$ cat config.mk
export PLATFORM = sky130hd
export DESIGN_NAME = lprz_out
export DESIGN_NICKNAME = d
export VERILOG_FILES = /design/src/hw/rtl/lprz_pkg.sv /design/src/hw/rtl/lprz_out.sv
export SDC_FILE = /design/constraint.sdc
export NUM_CORES = 1
export LEC_CHECK = 0
export ABC_AREA = 1
export BUFFER_PORTS_ARGS = -buffer_cell sky130_fd_sc_hd__buf_2
export CAP_MARGIN = 0
export CELL_PAD_IN_SITES_DETAIL_PLACEMENT = 0
export CELL_PAD_IN_SITES_GLOBAL_PLACEMENT = 1
export CORE_MARGIN = 10
export CORE_UTILIZATION = 35
export CTS_CLUSTER_DIAMETER = 120
export DETAILED_ROUTE_END_ITERATION = 10
export GPL_TIMING_DRIVEN = 1
export PLACE_DENSITY_LB_ADDON = 0.1
export SLEW_MARGIN = 20
export SYNTH_ARGS = -nofsm -noshare
export SYNTH_HDL_FRONTEND = slang
export SYNTH_SLANG_ARGS = --single-unit
export TNS_END_PERCENT = 30
$ cat constraint.sdc
create_clock -name clk -period 0.8 [get_ports clk]
set_input_delay 0.04 -clock clk [delete_from_list [all_inputs] [get_ports clk]]
set_output_delay 0.04 -clock clk [all_outputs]
set_load 0.05 [all_outputs]
$ cat src/hw/rtl/lprz_pkg.sv
// ----------------------------------------------------------------------------
// lprz_pkg
// Shared widths, register indexes and stage payload types of the lidar point
// range, rotate and zone filter.
// ----------------------------------------------------------------------------
package lprz_pkg;

	localparam int COORD_W = 19;
	localparam int INT_W   = 8;
	localparam int Q_W     = 16;
	localparam int RANGE_W = 32;
	localparam int ROT_W   = 20;
	localparam int FRAC_W  = 28;
	localparam int CFG_W   = 32;
	localparam int IDX_W   = 3;

	// One square of a coordinate, and the sum of three squares.
	localparam int SQ_W    = 2 * COORD_W - 1;
	localparam int D2_W    = SQ_W + 1;
	// Quaternion part times coordinate, cross product, quaternion part times cross term.
	localparam int PROD_W  = Q_W + COORD_W;
	localparam int T_W     = PROD_W + 1;
	localparam int TP_W    = Q_W + T_W;
	// Rotated point scaled by 2^28.
	localparam int R_W     = TP_W + 3;

	localparam logic        ALIGN_RESET     = 1'b0;
	localparam logic [Q_W-1:0] QUAT_W_RESET = 16'd16384;
	localparam logic [Q_W-1:0] QUAT_V_RESET = 16'd0;
	localparam logic [RANGE_W-1:0] MIN_RANGE_SQ_RESET  = 32'd90000;
	localparam logic [RANGE_W-1:0] REAR_RANGE_SQ_RESET = 32'd1000000;

	localparam longint BOX_X_LO_MM = -1000;
	localparam longint BOX_X_HI_MM = 3500;
	localparam longint BOX_Y_LO_MM = -500;
	localparam longint BOX_Y_HI_MM = 500;
	localparam longint BOX_Z_LO_MM = -100;
	localparam longint BOX_Z_HI_MM = 3000;

	typedef enum logic [IDX_W-1:0] {
		REG_ALIGN_ENABLE  = 3'd0,
		REG_QUAT_W        = 3'd1,
		REG_QUAT_X        = 3'd2,
		REG_QUAT_Y        = 3'd3,
		REG_QUAT_Z        = 3'd4,
		REG_MIN_RANGE_SQ  = 3'd5,
		REG_REAR_RANGE_SQ = 3'd6
	} reg_idx_t;

	typedef struct packed {
		logic                      align_enable;
		logic signed [Q_W-1:0]     quat_w;
		logic signed [Q_W-1:0]     quat_x;
		logic signed [Q_W-1:0]     quat_y;
		logic signed [Q_W-1:0]     quat_z;
		logic [RANGE_W-1:0]        min_range_sq;
		logic [RANGE_W-1:0]        rear_range_sq;
	} cfg_t;

	typedef struct packed {
		logic                      keep;
		logic signed [COORD_W-1:0] x;
		logic signed [COORD_W-1:0] y;
		logic signed [COORD_W-1:0] z;
		logic signed [T_W-1:0]     t_x;
		logic signed [T_W-1:0]     t_y;
		logic signed [T_W-1:0]     t_z;
		logic [INT_W-1:0]          intensity;
	} front_t;

	typedef struct packed {
		logic                      keep;
		logic signed [R_W-1:0]     r_x;
		logic signed [R_W-1:0]     r_y;
		logic signed [R_W-1:0]     r_z;
		logic [INT_W-1:0]          intensity;
	} rot_t;

endpackage

$ cat src/hw/rtl/lprz_out.sv
// ----------------------------------------------------------------------------
// lprz_out
// Stage 5: obstacle box test, rounding and saturation, output register.
// ----------------------------------------------------------------------------
module lprz_out
	import lprz_pkg::*;
(
	input  logic                    clk,
	input  logic                    arst_n,
	input  logic                    advance,
	input  logic                    valid_s4,
	input  rot_t                    rot_s4,
	output logic                    valid_s5,
	output logic                    kept,
	output logic                    in_zone,
	output logic signed [ROT_W-1:0] rot_x,
	output logic signed [ROT_W-1:0] rot_y,
	output logic signed [ROT_W-1:0] rot_z,
	output logic [INT_W-1:0]        out_intensity
);

	localparam int RND_W = R_W + 1 - FRAC_W;
	localparam logic signed [R_W:0] HALF = (R_W + 1)'(64'sd1 <<< (FRAC_W - 1));
	localparam logic signed [RND_W-1:0] RND_MAX = RND_W'((64'sd1 <<< (ROT_W - 1)) - 1);
	localparam logic signed [RND_W-1:0] RND_MIN = RND_W'(-(64'sd1 <<< (ROT_W - 1)));
	localparam logic signed [R_W-1:0] ZONE_X_LO = R_W'(BOX_X_LO_MM * (64'sd1 <<< FRAC_W));
	localparam logic signed [R_W-1:0] ZONE_X_HI = R_W'(BOX_X_HI_MM * (64'sd1 <<< FRAC_W));
	localparam logic signed [R_W-1:0] ZONE_Y_LO = R_W'(BOX_Y_LO_MM * (64'sd1 <<< FRAC_W));
	localparam logic signed [R_W-1:0] ZONE_Y_HI = R_W'(BOX_Y_HI_MM * (64'sd1 <<< FRAC_W));
	localparam logic signed [R_W-1:0] ZONE_Z_LO = R_W'(BOX_Z_LO_MM * (64'sd1 <<< FRAC_W));
	localparam logic signed [R_W-1:0] ZONE_Z_HI = R_W'(BOX_Z_HI_MM * (64'sd1 <<< FRAC_W));

	function automatic logic signed [ROT_W-1:0] round_sat(input logic signed [R_W-1:0] r);
		logic signed [R_W:0]     biased;
		logic signed [RND_W-1:0] rnd;
		biased = (R_W + 1)'(r) + HALF;
		rnd    = $signed(biased[R_W:FRAC_W]);
		if (rnd > RND_MAX) begin
			return RND_MAX[ROT_W-1:0];
		end else if (rnd < RND_MIN) begin
			return RND_MIN[ROT_W-1:0];
		end else begin
			return rnd[ROT_W-1:0];
		end
	endfunction

	logic zone;

	// The box test works on the exact scaled value, before rounding.
	assign zone = (rot_s4.r_x >= ZONE_X_LO) && (rot_s4.r_x <= ZONE_X_HI)
		&& (rot_s4.r_y >= ZONE_Y_LO) && (rot_s4.r_y <= ZONE_Y_HI)
		&& (rot_s4.r_z > ZONE_Z_LO) && (rot_s4.r_z < ZONE_Z_HI);

	always_ff @(posedge clk or negedge arst_n) begin
		if (!arst_n) begin
			valid_s5 <= 1'b0;
		end else if (advance) begin
			valid_s5 <= valid_s4;
		end
	end

	always_ff @(posedge clk) begin
		if (advance) begin
			out_intensity <= rot_s4.intensity;
			kept          <= rot_s4.keep;
			if (rot_s4.keep) begin
				in_zone <= zone;
				rot_x   <= round_sat(rot_s4.r_x);
				rot_y   <= round_sat(rot_s4.r_y);
				rot_z   <= round_sat(rot_s4.r_z);
			end else begin
				in_zone <= 1'b0;
				rot_x   <= '0;
				rot_y   <= '0;
				rot_z   <= '0;
			end
		end
	end

endmodule
# Word level (Yosys, flattened, before mapping)
# Index checks and enable logic that the tools add are counted.
# classes
addsub	3
n_lt_le_gt_ge	12
muxes	6
n_bitwise	1
reduce_logical	8
# op_table
cell	count
$add A55 B29 Y56 const B	3
$gt A28 B20 Y1 const B	3
$lt A28 B20 Y1 const B	3
$mux W20	3
$mux W19	3
$ge A55 B38 Y1 const B	1
$ge A55 B39 Y1 const B	1
$gt A55 B36 Y1 const B	1
$le A55 B38 Y1 const B	1
$le A55 B41 Y1 const B	1
$lt A55 B41 Y1 const B	1
$reduce_or A2 Y1	3
$logic_and A1 B1 Y1	5
$not A1 Y1	1
# word_totals
regBits	71
output_inout_bits	71
wordCells	40

# Logic depth before layout (Yosys ltp)
# logic_depth
word_depth	6
depth_mapped	15

# Least setup slack after synthesis
# Ideal clock, no wire load.
# synth_path
path_type	input to register
from	input rot_s4[145] in the netlist's numbering
to	register rot_x[12], data pin
arrival_time_ps	1458
required_ps	522
slack_ps	-936
stages	13
path_buffers	1
cell_sequence	ha_1 -> nand2_2 -> nor2_4 -> nand2_4 -> nor2_8 -> nand2_1 -> nand2_1 -> nand2_1 -> nor3_1 -> nand2_2 -> nand2_4 -> buf_12 -> a21oi_1
# synth_via
elab_chain_len	4
word_cells_on_any_way	5
cone_classes	add/sub: 1; order compare: 2; mux: 2
# synth_rtl
item	line_no	text
start, declared	lprz_out.sv:12	input rot_t rot_s4,
$add A55 B29 Y56 *	lprz_out.sv:36	biased = (R_W + 1)'(r) + HALF;
$lt A28 B20 Y1	lprz_out.sv:40	end else if (rnd < RND_MIN) begin
$mux W20	lprz_out.sv:40	
$mux W19 *	lprz_out.sv:38	if (rnd > RND_MAX) begin
end signal, assigned	lprz_out.sv:68	rot_x <= round_sat(rot_s4.r_x);
end, declared	lprz_out.sv:16	output logic signed [ROT_W-1:0] rot_x,
# Every way passes the cells marked *; elsewhere a longest branch is shown, timed or not.
# A chain may end at the register's enable or synchronous reset.

# Worst setup path in the final report
# layout_path
from	input rot_s4[45] in the netlist's numbering
to	register rot_z[9], data pin
# layout_via
elab_chain_len	4
word_cells_on_any_way	5
cone_classes	add/sub: 1; order compare: 2; mux: 2
# layout_rtl
item	line_no	text
$add A55 B29 Y56 *	lprz_out.sv:36	
$lt A28 B20 Y1	lprz_out.sv:40	
$mux W20	lprz_out.sv:40	
$mux W19 *	lprz_out.sv:38	
end signal, assigned	lprz_out.sv:70	rot_z <= round_sat(rot_s4.r_z);
end, declared	lprz_out.sv:18	output logic signed [ROT_W-1:0] rot_z,
# Marked as above.

==> impl_metrics.py <==
metrics = {
    "critical_path": {
        "start_kind": "input port",
        "cp_data_required_time_ps": 880,
        "crit_type": "input port to flop",
        "worst_ep_arrival_time_ps": 1630,
        "critPathMaxFanout": 6,
        "end_kind": "flop",
    },
    "synthesis": {
        "syn-num-nets": 1025,
        "netlist_instances": 842,
        "synth.top_cell.area_share_pct": 34.0,
        "synth-seq-area-share_pct": 34.4,
        "synth_cell_types": 39,
        "synth_top_area_cell": "edfxtp_1",
        "synthTopCellsByArea": "edfxtp_1 34%, nand2_1 15%, nor2_1 6.5%, xor2_1 5.8%, inv_1 4.1%",
        "syn-cell-area_um2": 6190,
        "syn_avg_cell_area_um2": 7.35,
        "ys_ff_latch": 71,
        "yosysWarnings": 0,
    },
    "grt": {
        "grt_pass1_vias": 7821,
        "grt_use_met2_pct": 37.2,
        "grt_usage_pct": 21.1,
        "grt_overflow": 0,
        "met1_usage_pct": 26.0,
        "grt_pass1_wl_um": 40700,
        "grt_max_degree": 33,
        "grt_util_met3_pct": 3.40,
        "top_usage_layer": "met2",
        "antenna_found_initial": 0,
    },
    "sta": {
        "setup_ws_ps": -744,
        "relSlewSlack_pct": 77.2,
        "setup_violations": 132,
        "period_needed_ps": 1540,
        "slew_viol_final": 0,
        "finalCritPeriodShare_pct": 193,
        "hold_viol_final": 0,
        "finClkSkew_ps": 0,
        "timing.fmax_ghz": 0.648,
        "tightest_slew_ps": 339,
        "rsz0062_at_grt": "true",
    },
    "route": {
        "route.detailed.drc": 0,
        "totalWireLength_um": 26700,
        "drtPass1Iterations": 5,
        "vias": 7748,
        "ant_nets": 0,
        "detail_route.vias_per_cell": 4.79,
        "wl_per_cell_um": 16.5,
        "dr.first_iter.drc_count": 304,
    },
    "floorplan": {
        "dieArea_um2": 23400,
        "die_x_um": 153,
        "fp-row-count": 48,
        "die_y_um": 153,
        "ios": 249,
        "coreArea_um2": 17300,
        "start_util_pct": 35.8,
    },
    "power_and_ir_drop": {
        "power_density_nw_per_um2": 1230,
        "power_mw": 14.5,
        "irDropWorstVdd_mv": 1.10,
        "leakagePower_nw": 5.45,
    },
    "placed_design": {
        "preCtsSetupSlack_ps": -1220,
        "placed_area_um2": 9450,
        "dp_hpwl_um": 20500,
        "port_buffers": 248,
        "gp_congestion": 0.909,
    },
    "clocking": {
        "numCtsBuffers": 9,
        "clock-root-buffer": "clkbuf_16",
        "clk_pin_slew_worst_paths_ps": 60,
        "htreeDepth": 3,
        "cts_tree": "yes",
        "clock_sinks": 71,
        "insertion_delay_ps": 340,
        "clock_path_buffers": 2,
    },
    "final_layout": {
        "layout_common_cells": "260 x buf_4, 193 x nand2_1, 165 x buf_2, 83 x buf_6",
        "drive_gt1_share_pct": 58.2,
        "design_area_um2": 11800,
        "diodes": 0,
        "area_growth_pct": 90.5,
        "nNetsFinal": 1569,
        "final_common_cell": "buf_4",
    },
    "run_status": {
        "status": "complete, but fails checks",
        "violations": "setup timing",
    },
    "run": {
        "maxCapViolCount": 0,
    },
    "hold_path": {
        "hold_class": "input port to flop",
    },
}
[worst max-delay path: stages]
cell	delay [ps]
buf_6	90
nand2_4	60
nor2_4	100
buf_6	110
buf_12	100
nand2_2	60
nor2_4	110
nand2_1	60
nand2_1	80
nand2_1	90
nor2_2	130
nand2_2	70
o21bai_4	260
buf_8	190
a21oi_2	60
[cell usage after synthesis]
master	n
nor2_2	19
nand4_1	21
xnor2_1	12
buf_4	1
o21ai_0	6
nor2_8	3
nor3b_1	4
nand2_2	31
buf_12	3
buf_2	1
dfrtp_1	1
nand2_4	8
and3_1	1
nand3_1	35
nor4_1	31
clkbuf_1	6
xor2_1	41
nand2_1	250
or2_2	1
a21oi_2	19
and2_1	7
ha_1	5
nand3b_2	1
buf_8	1
edfxtp_1	70
nand3b_1	8
a31oi_1	2
inv_2	3
buf_6	1
a21oi_1	45
nor3_1	13
inv_1	67
a21o_1	1
nand3_2	4
nor2_4	10
o21ai_2	1
mux2_2	1
o21bai_1	1
nor2_1	107
[through the flow]
step | utilization (%) | TNS (ps) | instances | hold WS [ps]
after floorplan | - | -48850 | 842 | -256
after global placement | 54.7 | -68190 | 1539 | -185
after detailed placement | 54.7 | -69410 | 1539 | -184
after CTS | 64.2 | -50420 | 1598 | 114
after global routing | 68.1 | -56770 | 1616 | 122
final | 68.1 | -50770 | 1616 | 110
[worst paths after layout]
kind	from	depth (start not counted)	end	slack [ps]
max	rot_s4[45]	15	rot_z[9]$_SDFFCE_PN0P_	-740
min	advance	2	rot_y[2]$_SDFFCE_PN0P_	110
max reg2reg	valid_s5$_DFFE_PN0P_	1	valid_s5$_DFFE_PN0P_	40
min reg2reg	valid_s5$_DFFE_PN0P_	1	valid_s5$_DFFE_PN0P_	540
max in group asynchronous	arst_n	3	valid_s5$_DFFE_PN0P_	160
min in group asynchronous	arst_n	3	valid_s5$_DFFE_PN0P_	530
[final cells by class]
type	count	area (um2)
clock buffer	10	229
tap	225	282
clock inverter	6	109
sequential	71	2130
multi-input combinational	702	4730
inverter	70	269
fill	1477	5510
timing repair buffer	532	4040
[what timing repair did]
item                                   in CTS  in global routing
setup buffers                              19                 14
setup endpoints to repair                 132                132
gates resized for setup                   271                139
gates cloned                               12                  4
hold buffers                               12                  0
endpoints found under the hold margin      11                  0
pin swaps                                  72                 82
[flip-flops by register name (all words and copies together), names as in the netlist]
name           count
rot_z             20
valid_s5           1
in_zone            1
kept               1
rot_x             20
out_intensity      8
rot_y             20
[report_power, final]
part | total, mW | internal (mW) | leakage [nW] | switching [mW]
Sequential | 4.62 | 4.46 | 0.690 | 0.163
Combinational | 5.21 | 2.18 | 4.59 | 3.03
Clock | 4.65 | 3.04 | 0.166 | 1.61
Total | 14.5 | 9.68 | 5.45 | 4.80
[cell families (layout without fill, tap and decap cells)]
| kind of cell | Yosys count | in the layout | share of synthesized area [%] |
|---|---|---|---|
| xor+xnor | 53 | 53 | 7.50 |
| simple gates | 554 | 568 | 43.3 |
| fa+ha+maj | 5 | 5 | 1.01 |
| mux | 1 | 1 | 0.182 |
| compound gates | 75 | 75 | 7.40 |
| buf+inv | 83 | 618 | 6.21 |
| flops | 71 | 71 | 34.4 |
[per-layer routing]
metal	vias up	routed length, um
li1	3912	-
met1	3570	11200
met2	236	13700
met3	30	1360
met4	0	436
met5	-	0
Power figures use the tool's default switching activity.
