**config.mk**
```make
export PLATFORM = sky130hd
export DESIGN_NAME = lprz_cfg
export DESIGN_NICKNAME = d
export VERILOG_FILES = /design/src/hw/rtl/lprz_pkg.sv /design/src/hw/rtl/lprz_cfg.sv
export SDC_FILE = /design/constraint.sdc
export NUM_CORES = 1
export LEC_CHECK = 0
export ABC_AREA = 1
export ABC_CLOCK_PERIOD_IN_PS = 1000
export BUFFER_PORTS_ARGS = -buffer_cell sky130_fd_sc_hd__buf_4
export CAP_MARGIN = 20
export CORE_MARGIN = 1.5
export CORE_UTILIZATION = 54
export DETAILED_ROUTE_END_ITERATION = 8
export PLACE_DENSITY = 0.86
export SETUP_SLACK_MARGIN = 0.15
export SLEW_MARGIN = 10
export SYNTH_ARGS = -nofsm -noshare
export SYNTH_HDL_FRONTEND = slang
export SYNTH_SLANG_ARGS = --single-unit
```
**constraint.sdc**
```tcl
create_clock -name clk -period 1 [get_ports clk]
set_input_delay 0.15 -clock clk [delete_from_list [all_inputs] [get_ports clk]]
set_output_delay 0.15 -clock clk [all_outputs]
set_load 0.02 [all_outputs]
```
**src/hw/rtl/lprz_pkg.sv**
```systemverilog
// ----------------------------------------------------------------------------
// lprz_pkg
// Shared widths, register indexes and stage payload types of the lidar point
// range, rotate and zone filter.
// ----------------------------------------------------------------------------
package lprz_pkg;

	localparam int COORD_W = 19;
	localparam int INT_W   = 8;
	localparam int Q_W     = 16;
	localparam int RANGE_W = 32;
	localparam int ROT_W   = 20;
	localparam int FRAC_W  = 28;
	localparam int CFG_W   = 32;
	localparam int IDX_W   = 3;

	// One square of a coordinate, and the sum of three squares.
	localparam int SQ_W    = 2 * COORD_W - 1;
	localparam int D2_W    = SQ_W + 1;
	// Quaternion part times coordinate, cross product, quaternion part times cross term.
	localparam int PROD_W  = Q_W + COORD_W;
	localparam int T_W     = PROD_W + 1;
	localparam int TP_W    = Q_W + T_W;
	// Rotated point scaled by 2^28.
	localparam int R_W     = TP_W + 3;

	localparam logic        ALIGN_RESET     = 1'b0;
	localparam logic [Q_W-1:0] QUAT_W_RESET = 16'd16384;
	localparam logic [Q_W-1:0] QUAT_V_RESET = 16'd0;
	localparam logic [RANGE_W-1:0] MIN_RANGE_SQ_RESET  = 32'd90000;
	localparam logic [RANGE_W-1:0] REAR_RANGE_SQ_RESET = 32'd1000000;

	localparam longint BOX_X_LO_MM = -1000;
	localparam longint BOX_X_HI_MM = 3500;
	localparam longint BOX_Y_LO_MM = -500;
	localparam longint BOX_Y_HI_MM = 500;
	localparam longint BOX_Z_LO_MM = -100;
	localparam longint BOX_Z_HI_MM = 3000;

	typedef enum logic [IDX_W-1:0] {
		REG_ALIGN_ENABLE  = 3'd0,
		REG_QUAT_W        = 3'd1,
		REG_QUAT_X        = 3'd2,
		REG_QUAT_Y        = 3'd3,
		REG_QUAT_Z        = 3'd4,
		REG_MIN_RANGE_SQ  = 3'd5,
		REG_REAR_RANGE_SQ = 3'd6
	} reg_idx_t;

	typedef struct packed {
		logic                      align_enable;
		logic signed [Q_W-1:0]     quat_w;
		logic signed [Q_W-1:0]     quat_x;
		logic signed [Q_W-1:0]     quat_y;
		logic signed [Q_W-1:0]     quat_z;
		logic [RANGE_W-1:0]        min_range_sq;
		logic [RANGE_W-1:0]        rear_range_sq;
	} cfg_t;

	typedef struct packed {
		logic                      keep;
		logic signed [COORD_W-1:0] x;
		logic signed [COORD_W-1:0] y;
		logic signed [COORD_W-1:0] z;
		logic signed [T_W-1:0]     t_x;
		logic signed [T_W-1:0]     t_y;
		logic signed [T_W-1:0]     t_z;
		logic [INT_W-1:0]          intensity;
	} front_t;

	typedef struct packed {
		logic                      keep;
		logic signed [R_W-1:0]     r_x;
		logic signed [R_W-1:0]     r_y;
		logic signed [R_W-1:0]     r_z;
		logic [INT_W-1:0]          intensity;
	} rot_t;

endpackage

```
**src/hw/rtl/lprz_cfg.sv**
```systemverilog
// ----------------------------------------------------------------------------
// lprz_cfg
// Configuration register file written through the plain write port.
// ----------------------------------------------------------------------------
module lprz_cfg
	import lprz_pkg::*;
(
	input  logic             clk,
	input  logic             arst_n,
	input  logic             wr_en,
	input  logic [IDX_W-1:0] wr_index,
	input  logic [CFG_W-1:0] wr_data,
	output cfg_t             cfg
);

	cfg_t cfg_q;

	always_ff @(posedge clk or negedge arst_n) begin
		if (!arst_n) begin
			cfg_q.align_enable  <= ALIGN_RESET;
			cfg_q.quat_w        <= QUAT_W_RESET;
			cfg_q.quat_x        <= QUAT_V_RESET;
			cfg_q.quat_y        <= QUAT_V_RESET;
			cfg_q.quat_z        <= QUAT_V_RESET;
			cfg_q.min_range_sq  <= MIN_RANGE_SQ_RESET;
			cfg_q.rear_range_sq <= REAR_RANGE_SQ_RESET;
		end else if (wr_en) begin
			// Writes to indexes past the last register are dropped.
			case (reg_idx_t'(wr_index))
				REG_ALIGN_ENABLE:  cfg_q.align_enable  <= wr_data[0];
				REG_QUAT_W:        cfg_q.quat_w        <= wr_data[Q_W-1:0];
				REG_QUAT_X:        cfg_q.quat_x        <= wr_data[Q_W-1:0];
				REG_QUAT_Y:        cfg_q.quat_y        <= wr_data[Q_W-1:0];
				REG_QUAT_Z:        cfg_q.quat_z        <= wr_data[Q_W-1:0];
				REG_MIN_RANGE_SQ:  cfg_q.min_range_sq  <= wr_data[RANGE_W-1:0];
				REG_REAR_RANGE_SQ: cfg_q.rear_range_sq <= wr_data[RANGE_W-1:0];
				default: ;
			endcase
		end
	end

	assign cfg = cfg_q;

endmodule

```
# ---- After elaboration in Yosys (flattened, before gate mapping)
# Cells that the tools add are included.
dict set report classes {
  n_reduce_logical 8
  eq_ne 6
}
# cell count
set ops {}
lappend ops {{$reduce_and A2 Y1} 7}
lappend ops {{$eq A3 B3 Y1 const B} 3}
lappend ops {{$eq A3 B2 Y1 const B} 2}
lappend ops {{$eq A3 B1 Y1 const B} 1}
lappend ops {{$logic_not A3 Y1} 1}
dict set report word_totals {
  regBits 129
  in_bits 38
  word_cells 21
  output_inout_bits 129
}

# ---- Longest topological paths before layout
# Gate-level depths: netlist (run 1).
dict set report depth {
  ltp_word 2
  ltp_mapped 6
  mapped_depth_nobuf 5
}

# ---- Worst setup path before layout (run 1)
# OpenSTA, ideal clock, no wires.
dict set report synth_timing {
  path_type {input to register}
  from {in wr_index[0]}
  to {reg cfg_q (netlist bit cfg[69])}
  required_time_ns 0.883
  n_path_buf 1
  arrival_time_ns 0.818
  slack_ns 0.064
  setup_time_ns 0.117
  path_stages 5
  path_cell_list {nor2_2 > nand2_2 > buf_2 > nand2_1 > nand2_1}
}
dict set report synth_via {
  elab_chain_cells 2
}
# element line_no
set synth_lines {}
lappend synth_lines {{start, declared} lprz_cfg.sv:11} ;# input logic [IDX_W-1:0] wr_index,
lappend synth_lines {{$eq A3 B3 Y1} lprz_cfg.sv:29} ;# case (reg_idx_t'(wr_index))
lappend synth_lines {{$reduce_and A2 Y1 (no line)} n/a}
lappend synth_lines {{end, declared} lprz_cfg.sv:16} ;# cfg_t cfg_q;
# Every way passes these cells.
# A chain may end at the register's enable or synchronous reset.

# ---- Final worst setup path (run 1)
dict set report layout_timing {
  from {reg cfg_q (netlist bit cfg[40])}
  to {out cfg[40] (netlist name)}
}
# element line_no
set layout_lines {}
lappend layout_lines {{end, declared} lprz_cfg.sv:13} ;# output cfg_t cfg
# No word-level cell between the ends.

==> results.tsv, run 1 <==
stage	metric	value	unit
outcome	status	finished, violations left	
outcome	failing checks	DRC, setup timing	
layout	area occupied by multi-input gates	0.00178	mm2
global_routing	GR peak layer	met2	
worst_setup_path	Max FO, Critical Path	2	
detailed_routing	number of vias per cell	6.61	
clocking	H-tree lvl count	4	
floorplanning	Initial Util	0.555	
layout	Area growth, synth to finish	75.1	%
clocking	CTS tree	yes	
global_routing	GR Overflow Total	0	
global_routing	vias in the first global route	6031	
clocking	Worst-Skew Late Latency	0.53	ns
worst_setup_path	required time of the critical path	0.85	ns
sta	Final period util	1.37	
synthesis	area share of the largest cell type after synthesis	0.546	
floorplanning	# rows	35	
hold_path	HP Class	input port to async pin	
layout	Layout Cells excl Fill	1026	
detailed_routing	ANT nets after route	0	
sta	clk_skew	0	ns
detailed_routing	per-cell routed wire length	28.0	um
floorplanning	die width	100	um
sta	WHS	0.0867	ns
synthesis	Yosys reg bits	129	
clocking	clock buffer depth	2	
sta	RSZ-0062 raised after global routing	yes	
global_routing	routing usage on met3	0.101	
clocking	Num CTS Buffers	17	
run	Max-Cap Viols	0	
floorplanning	I/O pin total	167	
layout	FF/Latch Area	0.00325	mm2
sta	Worst Tran Pin Value	0.470	ns
sta	Final WS setup	-0.369	ns
layout	# nets final	922	
global_routing	initial antenna violation count	0	
clocking	CTS root buf	clkbuf_8	
place	RePlAce Congestion	0.863	
place	DPL Wire Length	10.1	mm
global_routing	GRT Total Usage	0.437	
layout	ANT cells	0	
sta	Slew Limit Fails	0	
detailed_routing	Post-Route WL	28.8	mm
synthesis	Synth Flop Type	dfrtp_1	
worst_setup_path	critical path's top delay family	flip-flops	
worst_setup_path	CP Buf/Inv Count	1	
detailed_routing	via count	6781	
global_routing	largest net degree at the start of global routing	33	
place	Inst Count DP	859	
power_and_ir_drop	PwrDens	2370	mW/mm2
layout	layout cells sized above 1	0.433	
worst_setup_path	Critical Path AT	1.22	ns
sta	minimum clock period	1.37	ns
worst_setup_path	Max stage delay cell, worst path	dfstp_2	
place	number of port buffers	166	
worst_setup_path	Critical Path Sink Type	primary output	
worst_setup_path	CP Class	register to primary output	
synthesis	Commonest cells post-synth	344 x nand2_1, 112 x dfrtp_1, 49 x nand3_1	
synthesis	Syn Inst Count	565	
synthesis	Mapped Area	0.00513	mm2
power_and_ir_drop	cell leakage power	4.87	nW
sta	Max Freq	0.731	GHz
synthesis	syn avg cell area	9.08	um2
worst_setup_path	crit start category	register	
floorplanning	Die ar.	0.0101	mm2
synthesis	cell taking the most area after synthesis	dfrtp_1	
worst_setup_path	Max stage delay on crit path	0.57	ns
synthesis	Synth cell types	15	
synthesis	Synth area leaders	dfrtp_1 55%, nand2_1 25%, dfstp_2 8.7%	
layout	Filler Cell Count	153	
synthesis	Post-Syn Nets	603	
worst_setup_path	worst-path cell chain	buf_6	
layout	max reg flops	129	
sta	Setup Viol. Count Final	131	
sta	final hold violation count	0	
clocking	clk slew on worst S/H paths	0.07	ns
synthesis	most common cell in the synthesized netlist	nand2_1	
global_routing	GR Util met1	0.513	
clocking	total clock sinks	129	
floorplanning	Die Y	100	um
synthesis	ys async rst share	1.00	
synthesis	sequential share of the synthesized area	0.633	
power_and_ir_drop	VDD IR max	1.63	mV
floorplanning	Placeable Area	0.00924	mm2
global_routing	first-pass GRT wire length	32.7	mm
synthesis	Synth warnings	0	
synthesis	Post-synth EDFFs	0	
sta	Slew HR	0.687	
global_routing	met2 Resource Use GR	0.733	
detailed_routing	DRC Markers	1	
detailed_routing	Initial DRC Count	943	
detailed_routing	Pre-antenna DRT Iters	9	
[cell type report]
class	instances	share of cell area
Clock buffer	21	0.0511
Sequential cell	129	0.362
Multi-Input combinational cell	406	0.198
Inverter	6	0.00418
Tap cell	129	0.0180
Timing Repair Buffer	324	0.350
Clock inverter	11	0.0169
[routing by layer]
| metal | vias to the layer above | part of all wire |
|---|---|---|
| met1 | 3086 | 0.29 |
| met2 | 932 | 0.43 |
| li1 | 2378 | - |
| met4 | 0 | 0.12 |
| met5 | - | 0 |
| met3 | 385 | 0.15 |
[cell usage in the layout, fill, tap and decap left out, types with 3 or more instances in the layout]
master / n
clkinvlp_4: 4
nand3_1: 49
nor2_4: 3
nand2_1: 312
clkbuf_8: 4
clkbuf_16: 16
dlygate4sd3_1: 33
buf_6: 137
bufinv_16: 3
dfstp_2: 17
nand2_4: 8
nand2_2: 30
buf_4: 145
buf_12: 9
dfrtp_1: 112
[kinds of logic (layout without fill, tap and decap cells)]
family                 count (synthesis)  in the layout  share of synthesized area
buffers and inverters                 30            362                     0.0400
AND/OR/NAND/NOR                      406            406                      0.327
flip-flops                           129            129                      0.633
[metrics by stage]
| stage | setup slack (ns) | area [um2] | setup TNS [ns] | utilization | total power (W) |
|---|---|---|---|---|---|
| 3_5_place_dp | -0.127 | 6670 | -6.91 | 0.722 | 0.0114 |
| 2_1_floorplan | 0.133 | 5160 | 0 | - | 0.00906 |
| 4_1_cts | -0.338 | 8490 | -27.86 | 0.919 | 0.0192 |
| 6_report | -0.369 | 8980 | -31.73 | 0.972 | 0.0213 |
| 3_3_place_gp | -0.0471 | 6670 | -2.24 | 0.722 | 0.0112 |
| 5_1_grt | -0.392 | 8980 | -34.22 | 0.972 | 0.0217 |
[path summary, 6_finish.rpt]
path / startpoint / endpoint / slack, ns / cells after the start
worst max-delay path: cfg[40] / cfg[40] / -0.37 / 1
worst min-delay path: arst_n / cfg[65] / 0.09 / 2
worst max register to register: cfg[72] / cfg[72] / -0.09 / 4
worst min register to register: cfg[44] / cfg[44] / 0.50 / 2
max in group asynchronous: arst_n / cfg[43] / 0.35 / 3
min in group clk: wr_index[0] / cfg[128] / 0.13 / 4
[where the power goes]
group          leakage [nW]  switching [W]  total [W]  internal (W)
clock                 0.287        0.00262    0.00664       0.00402
combinational          2.99        0.00381    0.00731       0.00349
sequential             1.59        0.00102    0.00732       0.00630
total                  4.87        0.00746     0.0213        0.0138
[repair_timing]
| action | in CTS | in global routing |
|---|---|---|
| endpoints found under the hold margin | 243 | 0 |
| buffers inserted | 53 | 50 |
| pin swaps | 0 | 22 |
| gates resized for setup | 129 | 42 |
| setup endpoints to repair | 129 | 134 |
| hold buffers | 33 | 0 |
(Power assumes the default switching activity.)
==> run 2, diff against run 1 <==
CORE_UTILIZATION = 41   (was 54)
PLACE_DENSITY = 0.69   (was 0.86)
==> run 2 against run 1 <==
Clock skew is the same; final cell count increased by 0.97%; the flow still finishes with violations (DRC, setup timing); core utilization down 26 points; largest cell class unchanged; global-route usage is 19 points lower.
==> results.tsv, run 2 (synthesis gave the netlist of run 1 again) <==
stage	metric	value	unit	change
place	DPL Wire Length	10.3	mm	+2.3%
detailed_routing	per-cell routed wire length	16.2	um	-42%
global_routing	GRT Total Usage	0.251		-0.186
worst_setup_path	CP Class	register to primary output		
clocking	Num CTS Buffers	17		unchanged
layout	Layout Cells excl Fill	1036		+0.97%
floorplanning	I/O pin total	167		unchanged
sta	clk_skew	0	ns	unchanged
clocking	clock buffer depth	2		unchanged
worst_setup_path	required time of the critical path	0.85	ns	about the same
clocking	Worst-Skew Late Latency	0.41	ns	-0.12 ns
sta	RSZ-0062 raised after global routing	yes		
worst_setup_path	Max FO, Critical Path	2		unchanged
sta	final hold violation count	0		unchanged
worst_setup_path	critical path's top delay family	flip-flops		
layout	FF/Latch Area	0.00325	mm2	unchanged
worst_setup_path	Max stage delay cell, worst path	dfstp_2		
sta	Final WS setup	-0.237	ns	+0.131 ns
sta	Max Freq	0.808	GHz	+11%
place	Post-DP Area	0.00673	mm2	+0.88%
clocking	CTS tree	yes		
outcome	status	finished, violations left		
worst_setup_path	Max stage delay on crit path	0.56	ns	about the same
layout	Filler Cell Count	858		+460%
run	Max-Cap Viols	0		unchanged
layout	fin area	0.00867	mm2	-3.5%
floorplanning	Initial Util	0.424		-0.132
detailed_routing	Pre-antenna DRT Iters	9		unchanged
floorplanning	Die Y	115	um	+14%
sta	Worst Tran Pin Value	0.400	ns	-0.0693 ns
global_routing	vias in the first global route	4811		-20%
floorplanning	die width	115	um	+14%
detailed_routing	Post-Route WL	16.8	mm	-42%
place	RePlAce Congestion	0.829		-3.9%
detailed_routing	DRC Markers	3		+2
place	Setup Slack @ Placement	-0.128	ns	-0.000818 ns
clocking	total clock sinks	129		unchanged
power_and_ir_drop	PwrDens	2220	mW/mm2	-6.4%
hold_path	HP Class	input port to register		
floorplanning	# rows	40		+14%
global_routing	largest net degree at the start of global routing	55		+67%
power_and_ir_drop	VDD IR max	1.02	mV	-38%
worst_setup_path	crit start category	register		
layout	max reg flops	129		unchanged
detailed_routing	via count	4992		-26%
layout	Area growth, synth to finish	69.0	%	
layout	most common cell after layout, fill and taps aside	nand2_1		
worst_setup_path	Critical Path Sink Type	primary output		
sta	minimum clock period	1.24	ns	-0.131 ns
detailed_routing	Initial DRC Count	343		-64%
floorplanning	Placeable Area	0.0121	mm2	+31%
layout	layout cells sized above 1	0.389		-0.0432
worst_setup_path	Critical Path AT	1.09	ns	-0.13 ns
sta	WHS	0.0123	ns	-0.0744 ns
place	number of port buffers	166		unchanged
sta	Slew HR	0.733		+0.0462
sta	Setup Viol. Count Final	129		-1.5%
floorplanning	Die ar.	0.0132	mm2	+31%
sta	Final period util	1.24		-0.131
clocking	clk slew on worst S/H paths	0.05	ns	-0.02 ns
worst_setup_path	worst-path cell chain	buf_6		
layout	# nets final	893		-3.1%
outcome	failing checks	DRC, setup timing		
layout	area occupied by multi-input gates	0.00171	mm2	-4.1%
layout	most frequent cells in the layout	335 x nand2_1, 134 x buf_6, 124 x buf_4		
clocking	H-tree lvl count	4		unchanged
global_routing	GR Overflow Total	0		unchanged
detailed_routing	number of vias per cell	4.82		-27%
global_routing	first-pass GRT wire length	25.2	mm	-23%
detailed_routing	ANT nets after route	0		unchanged
global_routing	initial antenna violation count	0		unchanged
sta	Slew Limit Fails	0		unchanged
power_and_ir_drop	cell leakage power	4.71	nW	-3.2%
layout	ANT cells	0		unchanged
place	Inst Count DP	901		+4.9%
clocking	CTS root buf	clkbuf_16		
worst_setup_path	CP Buf/Inv Count	1		unchanged
run 2: changes by cell type in the layout (fill, tap and decap cells not counted), moves of 3 or more:
| cell | previous run | this run |
|---|---|---|
| buf_6 | 137 | 134 |
| buf_4 | 145 | 124 |
| clkinv_2 | 1 | 5 |
| nand2_1 | 312 | 335 |
| nand2_4 | 8 | 5 |
| nand2_2 | 30 | 10 |
| dlygate4sd3_1 | 33 | 29 |
| clkinvlp_4 | 4 | 1 |
run 2: worst paths after layout:
path                            slack (ns)   startpoint       to  cells past startpoint
worst min register to register        0.47      cfg[19]  cfg[19]                      2
min in group asynchronous             0.28       arst_n  cfg[80]                      3
worst max register to register        0.09      cfg[34]  cfg[34]                      4
worst min-delay path                  0.01  wr_data[10]  cfg[42]                      3
max in group asynchronous             0.37       arst_n  cfg[43]                      3
worst max-delay path                 -0.24      cfg[42]  cfg[42]                      1
run 2: layout make-up:
type / instances / share of cell area
Clock inverter: 10 / 0.0127
Clock buffer: 22 / 0.0535
Multi-Input combinational cell: 406 / 0.197
Timing Repair Buffer: 295 / 0.333
Sequential cell: 129 / 0.375
Tap cell: 168 / 0.0242
Inverter: 6 / 0.00433
run 2: routing by layer:
metal / GRT usage / up-vias / share of wire
met5: 0 / - / 0
met4: 0.0881 / 0 / 0.024
met3: 0.0712 / 34 / 0.069
met2: 0.415 / 222 / 0.51
met1: 0.317 / 2412 / 0.40
li1: - / 2324 / -
run 2: power by group:
group          switching [W]  internal (W)
Combinational        0.00291       0.00318
Sequential          0.000810       0.00631
Clock                0.00224       0.00378
Total                0.00595        0.0133
run 2: stage by stage:
step                      setup TNS [ns]  power [W]  utilization
after floorplan                        0    0.00906            -
after global placement             -3.88     0.0113        0.555
final                             -14.31     0.0192        0.716
after detailed placement           -6.54     0.0114        0.555
after CTS                         -15.13     0.0188        0.692
after global routing              -17.24     0.0200        0.716
run 2: repair_timing:
action	CTS	global route
resized for setup	129	13
hold endpoints to repair	173	0
hold buffers	29	0
setup buffers	41	33
pin swaps	0	11
setup endpoints to repair	129	130
==> run 3, diff against run 2 <==
ABC_CLOCK_PERIOD_IN_PS = 1500   (was 1000)
clock period = 1.5 ns   (was 1 ns; I/O delays follow)
==> run 3 against run 2 <==
The flow now finishes without violations; core utilization shrank 12 points; sequential power shrank 35%; final cell count shrank 11%; sequential share of layout area grew 7.9 points; setup slack gained 0.44 ns; global-route usage shrank 3.2 points; largest cell class unchanged.
==> results.tsv, run 3 (synthesis gave the netlist of run 1 again) <==
stage	metric	value	unit	change
outcome	status	finished clean		
run	Max-Cap Viols	0		unchanged
floorplanning	Die Y	115	um	unchanged
power_and_ir_drop	Clock power frac	0.363		+0.050
floorplanning	Initial Util	0.424		unchanged
hold_path	Hold Startpoint	wr_data[24]		
power_and_ir_drop	Net Sw Frac	0.309		-0.000977
sta	Slew HR	0.693		-0.0405
worst_setup_path	CP startpoint	cfg[39]		
clocking	H-tree lvl count	4		unchanged
worst_setup_path	crit start category	register		
clocking	clk slew on worst S/H paths	0.06	ns	about the same
power_and_ir_drop	VDD IR max	0.720	mV	-29%
detailed_routing	number of vias per cell	4.70		-2.5%
clocking	Worst-Skew Late Latency	0.40	ns	about the same
sta	final hold violation count	0		unchanged
worst_setup_path	Worst R2R Path Depth	2		-2
layout	layout cells sized above 1	0.321		-0.0681
layout	Area growth, synth to finish	39.6	%	
sta	setup_tns	0	ns	+14.31 ns
place	Setup Slack @ Placement	0.216	ns	+0.345 ns
detailed_routing	Initial DRC Count	323		-5.8%
place	number of port buffers	166		unchanged
clocking	CTS root buf	clkbuf_16		
detailed_routing	Post-Route WL	14.0	mm	-17%
floorplanning	Die ar.	0.0132	mm2	unchanged
worst_setup_path	worst r2r dst	cfg[14]		
layout	ANT cells	0		unchanged
detailed_routing	DRC Markers	0		-3
hold_path	HP Class	input port to register		
sta	RSZ-0062 raised after global routing	no		
worst_setup_path	WP depth	1		unchanged
sta	Slew Limit Fails	0		unchanged
detailed_routing	ANT nets after route	0		unchanged
global_routing	initial antenna violation count	0		unchanged
clocking	Num CTS Buffers	17		unchanged
worst_setup_path	CP Class	register to primary output		
sta	Final WS setup	0.204	ns	+0.441 ns
power_and_ir_drop	cell leakage power	3.98	nW	-15%
sta	Setup Viol. Count Final	0		-100%
clocking	Post-CTS Resized	0		-100%
layout	fin area	0.00716	mm2	-17%
clocking	total clock sinks	129		unchanged
layout	Final Util	0.591		-0.124
sta	minimum clock period	1.30	ns	
worst_setup_path	Max stage delay cell, worst path	dfstp_2		
place	Post-DP Area	0.00653	mm2	-2.9%
worst_setup_path	Crit Reg-Reg Startpoint	cfg[14]		
power_and_ir_drop	Gate power share	0.245		-0.072
worst_setup_path	worst-path cell chain	buf_4		
detailed_routing	via count	4315		-14%
layout	most common cell after layout, fill and taps aside	nand2_1		
global_routing	largest net degree at the start of global routing	87		+58%
worst_setup_path	Setup crit end	cfg[39]		
worst_setup_path	critical path's top delay family	flip-flops		
global_routing	GRT Total Usage	0.219		-0.0320
global_routing	vias in the first global route	4223		-12%
sta	Final period util	0.864		
power_and_ir_drop	Flop pwr share	0.392		+0.022
clocking	CTS tree	yes		
power_and_ir_drop	Internal	0.00813	W	-39%
floorplanning	# rows	40		unchanged
worst_setup_path	Reg2Reg Setup Slack	0.77	ns	+0.68 ns
place	RePlAce Congestion	0.776		-6.4%
worst_setup_path	Max FO, Critical Path	2		unchanged
worst_setup_path	Critical Path Sink Type	primary output		
floorplanning	Placeable Area	0.0121	mm2	unchanged
layout	# nets final	775		-13%
worst_setup_path	CP Buf/Inv Count	1		unchanged
sta	Worst Tran Pin Value	0.461	ns	+0.0607 ns
detailed_routing	Pre-antenna DRT Iters	4		-5
global_routing	GR Overflow Total	0		unchanged
layout	max reg flops	129		unchanged
sta	clk_skew	0	ns	unchanged
clocking	post-CTS setup buffers	0		-100%
floorplanning	die width	115	um	unchanged
worst_setup_path	Max stage delay on crit path	0.54	ns	-0.02 ns
global_routing	first-pass GRT wire length	22.2	mm	-12%
floorplanning	I/O pin total	167		unchanged
layout	Filler Cell Count	1085		+26%
worst_setup_path	required time of the critical path	1.27	ns	+0.42 ns
power_and_ir_drop	sw power	0.00363	W	-39%
worst_setup_path	Critical Path AT	1.07	ns	-0.02 ns
power_and_ir_drop	PwrDens	1640	mW/mm2	-26%
detailed_routing	per-cell routed wire length	15.3	um	-5.9%
place	DPL Wire Length	9.55	mm	-7.2%
sta	Max Freq	0.772	GHz	
layout	most frequent cells in the layout	344 x nand2_1, 172 x buf_4, 112 x dfrtp_1		
clocking	clock buffer depth	2		unchanged
## run 3: how the worst min path moves through the flow
stage	depth (start not counted)	slack [ns]	endpoint
after floorplan	0	-0.07	cfg[0]
after global placement	2	0.23	cfg[82]
after detailed placement	2	0.24	cfg[83]
after CTS	3	0.004	cfg[31]
after global routing	3	0.01	cfg[28]
final	3	0.02	cfg[56]
## run 3: area by class of cell
cell class,instances,area [um2],share of cell area
multi-input cells,406,1680,0.234
clock inverters,12,156,0.0218
repair buffers,177,1380,0.193
clock buffers,20,467,0.0652
inverters,6,22.5,0.00314
flip-flops and latches,129,3250,0.454
well taps,168,210,0.0294
## run 3: timing repair
item,in CTS,in global routing
endpoints found under the setup margin,0,0
hold buffers,1,0
hold endpoints to repair,112,0
## run 3: routing by layer
| layer | share of wire | global-route usage | up-vias |
|---|---|---|---|
| li1 | - | - | 2088 |
| met2 | 0.49 | 0.355 | 148 |
| met5 | 0 | 0 | - |
| met1 | 0.43 | 0.294 | 2075 |
| met4 | 0.0043 | 0.0551 | 0 |
| met3 | 0.077 | 0.0590 | 4 |
## run 3: power by group through the flow
| stage | Sequential (W) | Clock, W | Combinational [W] |
|---|---|---|---|
| 2_1_floorplan | 0.00541 | 0 | 0.000624 |
| 3_3_place_gp | 0.00464 | 0 | 0.00285 |
| 3_5_place_dp | 0.00465 | 0 | 0.00291 |
| 4_1_cts | 0.00461 | 0.00433 | 0.00292 |
| 5_1_grt | 0.00469 | 0.00450 | 0.00310 |
| 6_report | 0.00461 | 0.00427 | 0.00288 |
## run 3: stage by stage
stage                     std cells  power (W)  hold WS, ns
after detailed placement        885    0.00756        0.241
after global placement          885    0.00749        0.234
final                           918     0.0118       0.0214
after floorplan                 565    0.00604      -0.0706
after global routing            918     0.0123       0.0148
after CTS                       918     0.0119      0.00395
